## config.mk

```make
export PLATFORM = sky130hd
export DESIGN_NAME = processing_load_statistics_flat
export DESIGN_NICKNAME = d
export VERILOG_FILES = /design/src/pls_pkg.sv /design/src/pls_if.sv /design/src/pls_div.sv /design/src/pls_stage_mem.sv /design/src/processing_load_statistics.sv /design/src/flat_wrapper.sv
export SDC_FILE = /design/constraint.sdc
export NUM_CORES = 2
export LEC_CHECK = 0
export BUFFER_PORTS_ARGS = -buffer_cell sky130_fd_sc_hd__buf_2
export CAP_MARGIN = 0
export CORE_MARGIN = 4
export CORE_UTILIZATION = 68
export CTS_CLUSTER_SIZE = 24
export DETAILED_ROUTE_END_ITERATION = 10
export PLACE_DENSITY = 0.95
export RECOVER_POWER = 25
export SLEW_MARGIN = 0
export SYNTH_ARGS = -nofsm -noshare
export SYNTH_HDL_FRONTEND = slang
export SYNTH_SLANG_ARGS = --single-unit
```

## constraint.sdc

```tcl
create_clock -name clk_i -period 10.1 [get_ports clk_i]
set_clock_uncertainty 0.15 [all_clocks]
set_input_delay 1.515 -clock clk_i [delete_from_list [all_inputs] [get_ports clk_i]]
set_output_delay 1.515 -clock clk_i [all_outputs]
set_load 0.02 [all_outputs]
```

## src/pls_pkg.sv

```systemverilog
package pls_pkg;

  localparam int unsigned OP_W     = 2;
  localparam int unsigned STAGE_W  = 3;
  localparam int unsigned DATA_W   = 32;
  localparam int unsigned DEPTH_W  = 16;
  localparam int unsigned IDX_W    = 4;

  // Shared divider: dividend sized for sample_sum * 1000, divisor for window * 10
  localparam int unsigned DVD_W    = 42;
  localparam int unsigned DVS_W    = 36;
  localparam int unsigned DCNT_W   = 6;

  localparam logic [9:0]  SAMPLE_SCALE = 10'd1000;
  localparam logic [3:0]  LOAD_SCALE   = 4'd10;

  typedef enum logic [OP_W-1:0] {
    OP_STAGE_TIME = 2'd0,
    OP_BLOCK_DONE = 2'd1,
    OP_YIELD      = 2'd2,
    OP_SNAPSHOT   = 2'd3
  } pls_op_e;

  localparam logic [IDX_W-1:0] MET_WINDOW     = 4'd0;
  localparam logic [IDX_W-1:0] MET_BLOCKS     = 4'd1;
  localparam logic [IDX_W-1:0] MET_RATE       = 4'd2;
  localparam logic [IDX_W-1:0] MET_LOAD       = 4'd3;
  localparam logic [IDX_W-1:0] MET_AVG        = 4'd4;
  localparam logic [IDX_W-1:0] MET_PEAK       = 4'd5;
  localparam logic [IDX_W-1:0] MET_HIGH_WATER = 4'd6;
  localparam logic [IDX_W-1:0] MET_BACKLOG    = 4'd7;
  localparam logic [IDX_W-1:0] MET_YIELDS     = 4'd8;
  localparam logic [IDX_W-1:0] MET_STAGE_BASE = 4'd9;

  // Request to the stage-sum memory
  typedef struct packed {
    logic               acc;    // read-modify-write accumulate
    logic               sweep;  // read out and clear
    logic [STAGE_W-1:0] addr;
  } pls_mem_req_t;

endpackage

```

## src/pls_if.sv

```systemverilog
interface pls_in_if import pls_pkg::*; ();
  logic                valid;
  logic                ready;
  logic [OP_W-1:0]     operation;
  logic [STAGE_W-1:0]  stage;
  logic [DATA_W-1:0]   stage_time_us;
  logic [DATA_W-1:0]   block_time_us;
  logic [DATA_W-1:0]   sample_count;
  logic [DEPTH_W-1:0]  queue_fill;
  logic [DATA_W-1:0]   span_ms;

  modport source (
    output valid, operation, stage, stage_time_us, block_time_us, sample_count,
           queue_fill, span_ms,
    input  ready
  );
  modport sink (
    input  valid, operation, stage, stage_time_us, block_time_us, sample_count,
           queue_fill, span_ms,
    output ready
  );
endinterface

interface pls_out_if import pls_pkg::*; ();
  logic              valid;
  logic              ready;
  logic [IDX_W-1:0]  metric_index;
  logic [DATA_W-1:0] metric_value;
  logic              last_metric;

  modport source (
    output valid, metric_index, metric_value, last_metric,
    input  ready
  );
  modport sink (
    input  valid, metric_index, metric_value, last_metric,
    output ready
  );
endinterface

```

## src/pls_div.sv

```systemverilog
module pls_div import pls_pkg::*; (
  input  logic              clk_i,
  input  logic              rst_ni,
  input  logic              start_i,
  input  logic [DVD_W-1:0]  dividend_i,
  input  logic [DVS_W-1:0]  divisor_i,
  output logic              busy_o,
  output logic              done_o,
  output logic [DATA_W-1:0] quotient_o
);

  localparam logic [DCNT_W-1:0] LastStep = DCNT_W'(DVD_W - 1);

  logic              busy_q, done_q;
  logic [DCNT_W-1:0] cnt_q;
  logic [DVS_W-1:0]  rem_q, dvs_q;
  logic [DVD_W-1:0]  quo_q;
  logic [DVS_W:0]    rem_sh;
  logic [DVS_W+1:0]  trial;
  logic              ge;
  logic [DVS_W-1:0]  rem_d;

  // One quotient bit a cycle, restoring
  always_comb begin
    rem_sh = {rem_q, quo_q[DVD_W-1]};
    trial  = {1'b0, rem_sh} - {2'b00, dvs_q};
    ge     = !trial[DVS_W+1];
    rem_d  = ge ? trial[DVS_W-1:0] : rem_sh[DVS_W-1:0];
  end

  always_ff @(posedge clk_i or negedge rst_ni) begin
    if (!rst_ni) begin
      busy_q <= 1'b0;
      done_q <= 1'b0;
      cnt_q  <= '0;
    end else begin
      done_q <= 1'b0;
      if (start_i) begin
        busy_q <= 1'b1;
        cnt_q  <= '0;
      end else if (busy_q) begin
        cnt_q <= cnt_q + 1'b1;
        if (cnt_q == LastStep) begin
          busy_q <= 1'b0;
          done_q <= 1'b1;
        end
      end
    end
  end

  always_ff @(posedge clk_i) begin
    if (start_i) begin
      rem_q <= '0;
      quo_q <= dividend_i;
      dvs_q <= divisor_i;
    end else if (busy_q) begin
      rem_q <= rem_d;
      quo_q <= {quo_q[DVD_W-2:0], ge};
    end
  end

  assign busy_o     = busy_q;
  assign done_o     = done_q;
  assign quotient_o = quo_q[DATA_W-1:0];

`ifndef SYNTHESIS
  assert property (@(posedge clk_i) disable iff (!rst_ni) start_i |-> !busy_q)
    else $error("divider started while busy");
  assert property (@(posedge clk_i) disable iff (!rst_ni) start_i |=> busy_q && cnt_q == '0)
    else $error("divider did not begin after start");
  assert property (@(posedge clk_i) disable iff (!rst_ni) done_q |-> !busy_q)
    else $error("divider done while still busy");
`endif

endmodule

```

## src/pls_stage_mem.sv

```systemverilog
module pls_stage_mem import pls_pkg::*; #(
  parameter int unsigned STAGE_COUNT = 7
) (
  input  logic              clk_i,
  input  logic              rst_ni,
  input  pls_mem_req_t      req_i,
  input  logic [DATA_W-1:0] addend_i,
  output logic [DATA_W-1:0] rdata_o
);

  localparam int unsigned AW = (STAGE_COUNT > 1) ? $clog2(STAGE_COUNT) : 1;

  logic [DATA_W-1:0] stage_mem [STAGE_COUNT];
  logic [DATA_W-1:0] rdata_q;

  // Entries read as zero until written after reset or after a sweep
  logic [STAGE_COUNT-1:0] vld_q;
  logic                   rd_vld_q;

  logic              s1_valid_q;
  logic [AW-1:0]     s1_addr_q;
  logic [DATA_W-1:0] s1_add_q;

  logic              wb_valid_q;
  logic [AW-1:0]     wb_addr_q;
  logic [DATA_W-1:0] wb_data_q;

  logic [DATA_W-1:0] rdata_m, base, sum;

  // Forward the previous write-back when it hit the same entry
  always_comb begin
    rdata_m = rd_vld_q ? rdata_q : '0;
    base    = (wb_valid_q && wb_addr_q == s1_addr_q) ? wb_data_q : rdata_m;
    sum     = base + s1_add_q;
  end

  always_ff @(posedge clk_i or negedge rst_ni) begin
    if (!rst_ni) begin
      s1_valid_q <= 1'b0;
      wb_valid_q <= 1'b0;
      vld_q      <= '0;
    end else begin
      s1_valid_q <= req_i.acc;
      wb_valid_q <= s1_valid_q;
      if (s1_valid_q) begin
        vld_q[s1_addr_q] <= 1'b1;
      end else if (req_i.sweep) begin
        vld_q[req_i.addr[AW-1:0]] <= 1'b0;
      end
    end
  end

  always_ff @(posedge clk_i) begin
    if (req_i.acc || req_i.sweep) begin
      rdata_q  <= stage_mem[req_i.addr[AW-1:0]];
      rd_vld_q <= vld_q[req_i.addr[AW-1:0]];
    end
    if (s1_valid_q) begin
      stage_mem[s1_addr_q] <= sum;
    end else if (req_i.sweep) begin
      stage_mem[req_i.addr[AW-1:0]] <= '0;
    end
    s1_addr_q <= req_i.addr[AW-1:0];
    s1_add_q  <= addend_i;
    wb_addr_q <= s1_addr_q;
    wb_data_q <= sum;
  end

  assign rdata_o = rdata_m;

`ifndef SYNTHESIS
  assert property (@(posedge clk_i) disable iff (!rst_ni) !(req_i.acc && req_i.sweep))
    else $error("accumulate and sweep in the same cycle");
  assert property (@(posedge clk_i) disable iff (!rst_ni) req_i.sweep |-> !s1_valid_q)
    else $error("sweep overlaps a pending write-back");
  assert property (@(posedge clk_i) disable iff (!rst_ni)
      s1_valid_q |=> wb_valid_q && wb_data_q == $past(sum))
    else $error("write-back forward register lost");
`endif

endmodule

```

## src/processing_load_statistics.sv

```systemverilog
// Processing load statistics monitor.
// Throughput: one stage-time, block-done or yield request per cycle except during a snapshot.
// Latency: block and yield counters update at the accepting edge; a stage sum is
//   written back on the edge after that, with forwarding between back-to-back hits.
// Snapshot: 9 + STAGE_COUNT metrics; rate, load and the averages go through the shared
//   one-bit-a-cycle divider; requests stall until the last metric is loaded for output.
// Reset: asynchronous, active low; all sums, counters and stage sums clear.
module processing_load_statistics import pls_pkg::*; #(
  parameter int unsigned STAGE_COUNT = 7
) (
  input  logic clk_i,
  input  logic rst_ni,
  pls_in_if.sink    req_i,
  pls_out_if.source rsp_o
);

  localparam logic [IDX_W-1:0] LastIdx = IDX_W'(9 + STAGE_COUNT - 1);
  localparam logic [STAGE_W-1:0] StageLimit = STAGE_W'(STAGE_COUNT);

  // Sequencer state codes
  localparam logic [2:0] S_IDLE = 3'd0;
  localparam logic [2:0] S_RD   = 3'd1;
  localparam logic [2:0] S_LOAD = 3'd2;
  localparam logic [2:0] S_DIV  = 3'd3;
  localparam logic [2:0] S_EMIT = 3'd4;

  logic [2:0] state_q, state_d;
  logic [IDX_W-1:0] k_q, k_d;

  // Live statistics
  logic [DATA_W-1:0]  blocks_q, time_sum_q, peak_q, sample_sum_q, backlog_q, yields_q;
  logic [DEPTH_W-1:0] high_water_q;

  // Snapshot working registers
  logic [DATA_W-1:0] window_q;
  logic [DATA_W-1:0] res_q, res_d;

  // Output register
  logic              out_valid_q;
  logic [IDX_W-1:0]  out_idx_q;
  logic [DATA_W-1:0] out_val_q;
  logic              out_last_q;

  logic req_acc, out_load, clear_all;

  // Memory and divider hook-up
  pls_mem_req_t      mem_req;
  logic [DATA_W-1:0] mem_rdata;
  logic [IDX_W-1:0]  stage_idx;
  logic              div_start, div_busy, div_done;
  logic [DVD_W-1:0]  dividend;
  logic [DVS_W-1:0]  divisor;
  logic [DATA_W-1:0] quotient;
  logic [DATA_W-1:0] window_nz;
  logic              no_blocks;

  assign req_i.ready = (state_q == S_IDLE);
  assign req_acc     = req_i.valid && req_i.ready;
  assign out_load    = (state_q == S_EMIT) && (!out_valid_q || rsp_o.ready);
  assign clear_all   = out_load && (k_q == LastIdx);

  assign window_nz = (window_q == '0) ? DATA_W'(1) : window_q;
  assign no_blocks = (blocks_q == '0);
  assign stage_idx = k_q - MET_STAGE_BASE;

  // Stage-sum memory: accumulate from requests, read-and-clear from the sweep
  always_comb begin
    mem_req.acc   = req_acc && req_i.operation == OP_STAGE_TIME && req_i.stage < StageLimit;
    mem_req.sweep = (state_q == S_RD);
    mem_req.addr  = mem_req.sweep ? stage_idx[STAGE_W-1:0] : req_i.stage;
  end

  pls_stage_mem #(
    .STAGE_COUNT (STAGE_COUNT)
  ) u_stage_mem (
    .clk_i    (clk_i),
    .rst_ni   (rst_ni),
    .req_i    (mem_req),
    .addend_i (req_i.stage_time_us),
    .rdata_o  (mem_rdata)
  );

  // Pick each metric's value or divider operands. Rate divides samples*1000 by
  // the window; load divides total time by 10*window in one go, which equals
  // dividing by 10 and then by the window.
  always_comb begin
    div_start = 1'b0;
    dividend  = DVD_W'(time_sum_q);
    divisor   = DVS_W'(blocks_q);
    res_d     = res_q;
    case (k_q)
      MET_WINDOW:     res_d = window_q;
      MET_BLOCKS:     res_d = blocks_q;
      MET_RATE: begin
        div_start = 1'b1;
        dividend  = DVD_W'(sample_sum_q) * DVD_W'(SAMPLE_SCALE);
        divisor   = DVS_W'(window_nz);
      end
      MET_LOAD: begin
        div_start = 1'b1;
        divisor   = DVS_W'(window_nz) * DVS_W'(LOAD_SCALE);
      end
      MET_AVG: begin
        div_start = !no_blocks;
        res_d     = '0;
      end
      MET_PEAK:       res_d = peak_q;
      MET_HIGH_WATER: res_d = DATA_W'(high_water_q);
      MET_BACKLOG:    res_d = backlog_q;
      MET_YIELDS:     res_d = yields_q;
      default: begin
        // Stage average, sum just swept out of the memory
        div_start = !no_blocks;
        dividend  = DVD_W'(mem_rdata);
        res_d     = '0;
      end
    endcase
    if (state_q != S_LOAD) begin
      div_start = 1'b0;
      res_d     = div_done ? quotient : res_q;
    end
  end

  pls_div u_div (
    .clk_i      (clk_i),
    .rst_ni     (rst_ni),
    .start_i    (div_start),
    .dividend_i (dividend),
    .divisor_i  (divisor),
    .busy_o     (div_busy),
    .done_o     (div_done),
    .quotient_o (quotient)
  );

  // Sequencer: load, optionally divide, emit; stage metrics sweep first
  always_comb begin
    state_d = state_q;
    k_d     = k_q;
    case (state_q)
      S_IDLE: begin
        if (req_acc && req_i.operation == OP_SNAPSHOT) begin
          state_d = S_LOAD;
          k_d     = MET_WINDOW;
        end
      end
      S_RD:   state_d = S_LOAD;
      S_LOAD: state_d = div_start ? S_DIV : S_EMIT;
      S_DIV:  if (div_done) state_d = S_EMIT;
      S_EMIT: begin
        if (out_load) begin
          if (k_q == LastIdx) begin
            state_d = S_IDLE;
          end else begin
            k_d     = k_q + 1'b1;
            state_d = (k_q >= MET_YIELDS) ? S_RD : S_LOAD;
          end
        end
      end
      default: state_d = S_IDLE;
    endcase
  end

  always_ff @(posedge clk_i or negedge rst_ni) begin
    if (!rst_ni) begin
      state_q     <= S_IDLE;
      k_q         <= '0;
      out_valid_q <= 1'b0;
    end else begin
      state_q <= state_d;
      k_q     <= k_d;
      if (out_load) begin
        out_valid_q <= 1'b1;
      end else if (rsp_o.ready) begin
        out_valid_q <= 1'b0;
      end
    end
  end

  // Statistics: accumulate on requests, clear as the last metric enters the output register
  always_ff @(posedge clk_i or negedge rst_ni) begin
    if (!rst_ni) begin
      blocks_q     <= '0;
      time_sum_q   <= '0;
      peak_q       <= '0;
      sample_sum_q <= '0;
      high_water_q <= '0;
      backlog_q    <= '0;
      yields_q     <= '0;
    end else if (clear_all) begin
      blocks_q     <= '0;
      time_sum_q   <= '0;
      peak_q       <= '0;
      sample_sum_q <= '0;
      high_water_q <= '0;
      backlog_q    <= '0;
      yields_q     <= '0;
    end else if (req_acc) begin
      if (req_i.operation == OP_BLOCK_DONE) begin
        blocks_q     <= blocks_q + 1'b1;
        time_sum_q   <= time_sum_q + req_i.block_time_us;
        sample_sum_q <= sample_sum_q + req_i.sample_count;
        if (req_i.block_time_us > peak_q) begin
          peak_q <= req_i.block_time_us;
        end
        if (req_i.queue_fill > high_water_q) begin
          high_water_q <= req_i.queue_fill;
        end
        if (req_i.queue_fill != '0) begin
          backlog_q <= backlog_q + 1'b1;
        end
      end else if (req_i.operation == OP_YIELD) begin
        yields_q <= yields_q + 1'b1;
      end
    end
  end

  // Payload registers: hold the window, the pending value and the output
  always_ff @(posedge clk_i) begin
    if (req_acc && req_i.operation == OP_SNAPSHOT) begin
      window_q <= req_i.span_ms;
    end
    res_q <= res_d;
    if (out_load) begin
      out_idx_q  <= k_q;
      out_val_q  <= res_q;
      out_last_q <= (k_q == LastIdx);
    end
  end

  assign rsp_o.valid        = out_valid_q;
  assign rsp_o.metric_index = out_idx_q;
  assign rsp_o.metric_value = out_val_q;
  assign rsp_o.last_metric  = out_last_q;

`ifndef SYNTHESIS
  assert property (@(posedge clk_i) disable iff (!rst_ni)
      rsp_o.valid && rsp_o.last_metric |-> rsp_o.metric_index == LastIdx)
    else $error("last metric flag on the wrong index");
  assert property (@(posedge clk_i) disable iff (!rst_ni) req_i.ready |-> !div_busy)
    else $error("accepting requests while dividing");
  assert property (@(posedge clk_i) disable iff (!rst_ni)
      state_q == S_DIV |-> div_busy || div_done)
    else $error("waiting on an idle divider");
  assert property (@(posedge clk_i) disable iff (!rst_ni)
      state_q == S_RD |-> k_q >= MET_STAGE_BASE)
    else $error("memory sweep outside stage metrics");
`endif

endmodule

```

## src/flat_wrapper.sv

```systemverilog
// flat-port wrapper written by rule: the top's interface ports become plain ports
module processing_load_statistics_flat import pls_pkg::*;
#(
  parameter int unsigned STAGE_COUNT = 7
)
  (clk_i, rst_ni, req_i_valid, req_i_operation, req_i_stage, req_i_stage_time_us, req_i_block_time_us, req_i_sample_count, req_i_queue_fill, req_i_span_ms, req_i_ready, rsp_o_valid, rsp_o_metric_index, rsp_o_metric_value, rsp_o_last_metric, rsp_o_ready);
  pls_in_if req_i_i ();
  pls_out_if rsp_o_i ();
  input  logic clk_i;
  input  logic rst_ni;
  input wire logic [$bits(req_i_i.valid)-1:0] req_i_valid;
  input wire logic [$bits(req_i_i.operation)-1:0] req_i_operation;
  input wire logic [$bits(req_i_i.stage)-1:0] req_i_stage;
  input wire logic [$bits(req_i_i.stage_time_us)-1:0] req_i_stage_time_us;
  input wire logic [$bits(req_i_i.block_time_us)-1:0] req_i_block_time_us;
  input wire logic [$bits(req_i_i.sample_count)-1:0] req_i_sample_count;
  input wire logic [$bits(req_i_i.queue_fill)-1:0] req_i_queue_fill;
  input wire logic [$bits(req_i_i.span_ms)-1:0] req_i_span_ms;
  output wire logic [$bits(req_i_i.ready)-1:0] req_i_ready;
  output wire logic [$bits(rsp_o_i.valid)-1:0] rsp_o_valid;
  output wire logic [$bits(rsp_o_i.metric_index)-1:0] rsp_o_metric_index;
  output wire logic [$bits(rsp_o_i.metric_value)-1:0] rsp_o_metric_value;
  output wire logic [$bits(rsp_o_i.last_metric)-1:0] rsp_o_last_metric;
  input wire logic [$bits(rsp_o_i.ready)-1:0] rsp_o_ready;
  assign req_i_i.valid = req_i_valid;
  assign req_i_i.operation = req_i_operation;
  assign req_i_i.stage = req_i_stage;
  assign req_i_i.stage_time_us = req_i_stage_time_us;
  assign req_i_i.block_time_us = req_i_block_time_us;
  assign req_i_i.sample_count = req_i_sample_count;
  assign req_i_i.queue_fill = req_i_queue_fill;
  assign req_i_i.span_ms = req_i_span_ms;
  assign req_i_ready = req_i_i.ready;
  assign rsp_o_valid = rsp_o_i.valid;
  assign rsp_o_metric_index = rsp_o_i.metric_index;
  assign rsp_o_metric_value = rsp_o_i.metric_value;
  assign rsp_o_last_metric = rsp_o_i.last_metric;
  assign rsp_o_i.ready = rsp_o_ready;
  processing_load_statistics #(.STAGE_COUNT(STAGE_COUNT)) u_core (.clk_i(clk_i), .rst_ni(rst_ni), .req_i(req_i_i), .rsp_o(rsp_o_i));
endmodule
```

==> flow_metrics.env <==
export IMPL_status="finished with violations"
export IMPL_violations="capacitance limit, slew limit"
export IMPL_cpMaxStageDelayCell="clkbuf_1"
export IMPL_cap_violations=5
export IMPL_setup_worst_path_start_class="register"
export IMPL_area_delta_synth_final_pct=9.506
export IMPL_end_kind="register"
export IMPL_final_instance_count_excl_fill=5459
export IMPL_grt_max_degree=191
export IMPL_num_rows=95
export IMPL_antenna_found_initial=19
export IMPL_tns_ns=0
export IMPL_post_route_period_util=0.7339
export IMPL_io_buffers=191
export IMPL_drt_iter0_markers=5015
export IMPL_grt_ovfl_total=0
export IMPL_critPathMaxStageDelay_ns=1.92
export IMPL_postCtsSetupBuffers=0
export IMPL_vias_per_cell=6.809
export IMPL_hold_viol=0
export IMPL_worst_ep_required_time_ns=10.25
export IMPL_synth_seq_cells=775
export IMPL_yosys_warnings=0
export IMPL_worstSetupPathType="reg -> reg"
export IMPL_start_util=0.6858
export IMPL_clk_latency_ns=0.65
export IMPL_seq_area_um2=21050
export IMPL_hold_buffers=0
export IMPL_final_nets=5108
export IMPL_timing_fmax_ghz=0.1349
export IMPL_syn_avg_cell_area_um2=10.48
export IMPL_setup_viol=0
export IMPL_maxSlewHeadroom=-0.9504
export IMPL_mostFrequentLayoutCell="edfxtp_1"
export IMPL_grt_pass1_wl_mm=202.9
export IMPL_synth_edf_count=436
export IMPL_dieArea_um2=71960
export IMPL_cts_clk_slew_worst_paths_ns=0.06
export IMPL_io_pins=192
export IMPL_rsz0062_at_grt="no"
export IMPL_syn_area_um2=46060
export IMPL_dr_pass1_iters=9
export IMPL_yosysUniqueCellTypes=91
export IMPL_cts_tree="done"
export IMPL_routedWlPerCell_um=24.26
export IMPL_numCtsBuffers=80
export IMPL_drive_above_1_share=0.09937
export IMPL_worstMarginPinSlew_ns=2.926
export IMPL_multi_input_area_um2=23150
export IMPL_path_cells="xor2_1 -> nor3_2 -> clkbuf_1 -> o21ai_0 -> ha_1 -> a21o_1 -> a21oi_1 -> nor2b_1 -> o31a_1 -> o41a_1 -> o21ai_0 -> nor2b_1 -> o21ai_1 -> a21o_1 -> mux2i_1 -> nor4_1"
export IMPL_cts_num_sinks=775
export IMPL_ant_nets=0
export IMPL_hp_class="reg -> reg"
export IMPL_routed_wl_mm=132.4
export IMPL_htreeDepth=3
export IMPL_whs_ns=0.2770
export IMPL_place_gp_congestion=1.025
export IMPL_root_buffer="clkbuf_16"
export IMPL_ys_flop_type="edfxtp_1"
export IMPL_dp_cells=5292
export IMPL_path_delay_family="compound AO/OA/AOI/OAI gates"
export IMPL_die_h_um=268.2
export IMPL_fill_cells=3899
export IMPL_syn_num_nets=5001
export IMPL_grt_pass1_vias=36700
export IMPL_slew_violations=218
export IMPL_ys_seq_area_frac=0.4570
export IMPL_crit_fanout=64
export IMPL_path_buf_inv=1
export IMPL_grt_use_total=0.3617
export IMPL_cts_resized=0
export IMPL_fin_crit_ns=7.412
export IMPL_hpwlAfterDp_mm=89.71
export IMPL_layout_common_cells="edfxtp_1, nand2_1, nor2_1"
export IMPL_cts_max_path_buffers=3
export IMPL_die_w_um=268.2
export IMPL_arrival_ns=7.56
export IMPL_vias=37170
export IMPL_drc=0
export IMPL_synthArstFlopShare=0.3006
export IMPL_core_um2=67160
export IMPL_syn_inst=4394
[cell type report]
type,instances,area share
sequential,775,0.4173
timing repair buffer,233,0.02464
clock buffer,112,0.04513
clock inverter,38,0.008113
inverter,313,0.02330
tap,873,0.02166
multi-input combinational,3098,0.4590
antenna,17,0.0008435
[state kept, by name (all words and copies together) (netlist names), 36 cells and up]
signal,count
u_core.u_stage_mem.stage_mem,224
u_core.u_div.quo_q,42
u_core.u_div.rem_q,36
u_core.u_div.dvs_q,36
[metal layers]
metal / up-vias / global-route usage / part of all wire / wire, um
met3: 712 / 0.08890 / 0.12 / 15370
met1: 17740 / 0.4441 / 0.34 / 45530
li1: 16080 / - / - / -
met2: 2628 / 0.5840 / 0.46 / 61520
met5: - / 0 / 0.00054 / 71
met4: 10 / 0.2186 / 0.075 / 9934
[logic make-up after synthesis]
kind of cell | count (synthesis) | share of synthesized area
simple gates | 1134 | 0.1139
compound gates | 1119 | 0.1540
buf+inv | 521 | 0.04355
flops | 775 | 0.4570
mux | 147 | 0.04181
fa+ha+maj | 454 | 0.1434
xor+xnor | 244 | 0.04640
[final timing paths]
kind	start	slack, ns	endpoint	cells past startpoint
setup / recovery	u_core.u_stage_mem.s1_addr_q[2]$_DFF_P_	2.69	u_core.u_stage_mem.stage_mem[0][19]$_DFFE_PP_	16
hold / removal	u_core.u_stage_mem.s1_addr_q[0]$_DFF_P_	0.28	u_core.u_stage_mem.wb_addr_q[0]$_DFF_P_	0
setup reg to reg	u_core.u_stage_mem.s1_addr_q[2]$_DFF_P_	2.69	u_core.u_stage_mem.stage_mem[0][19]$_DFFE_PP_	16
hold reg to reg	u_core.u_stage_mem.s1_addr_q[0]$_DFF_P_	0.28	u_core.u_stage_mem.wb_addr_q[0]$_DFF_P_	0
max in group asynchronous	rst_ni	6.15	u_core.time_sum_q[17]$_DFFE_PN0P_	2
min in group asynchronous	rst_ni	1.56	u_core.yields_q[26]$_DFFE_PN0P_	1
[synth_stat cells, drive strengths merged (106+ instances only)]
master | number | area, um^2
nor2 | 361 | 1363
dfxtp | 106 | 2122
a21o | 108 | 810.8
fa | 123 | 2462
o21ai | 314 | 1572
nand2 | 357 | 1343
edfxtp | 436 | 13090
xnor2 | 112 | 980.9
dfrtp | 233 | 5831
ha | 331 | 4141
clkbuf | 180 | 675.7
inv | 312 | 1171
a21oi | 295 | 1480
xor2 | 132 | 1156
[worst register-to-register path: cells and delay by family, from the launching register on]
kind | cells | cell delay [ns]
AOI/OAI and AO/OA | 8 | 2.44
xor gates and xnor gates | 1 | 0.14
adders and majority gates | 1 | 0.45
buffers and inverters | 1 | 1.92
DFF | 1 | 0.51
muxes | 1 | 0.12
and+or+nand+nor | 4 | 1.33
[per-stage QoR]
stage / util / cell area (um^2) / setup slack (ns)
2_1_floorplan: - / 46060 / 4.748
3_3_place_gp: 0.7113 / 47770 / 4.430
3_5_place_dp: 0.7113 / 47770 / 4.260
4_1_cts: 0.7513 / 50450 / 4.170
5_1_grt: 0.7507 / 50410 / 2.244
6_report: 0.7510 / 50430 / 2.688
Power is left out: the tool's default activity adds up to more than one toggle a clock period on the data nets, which glitch-free logic cannot reach.
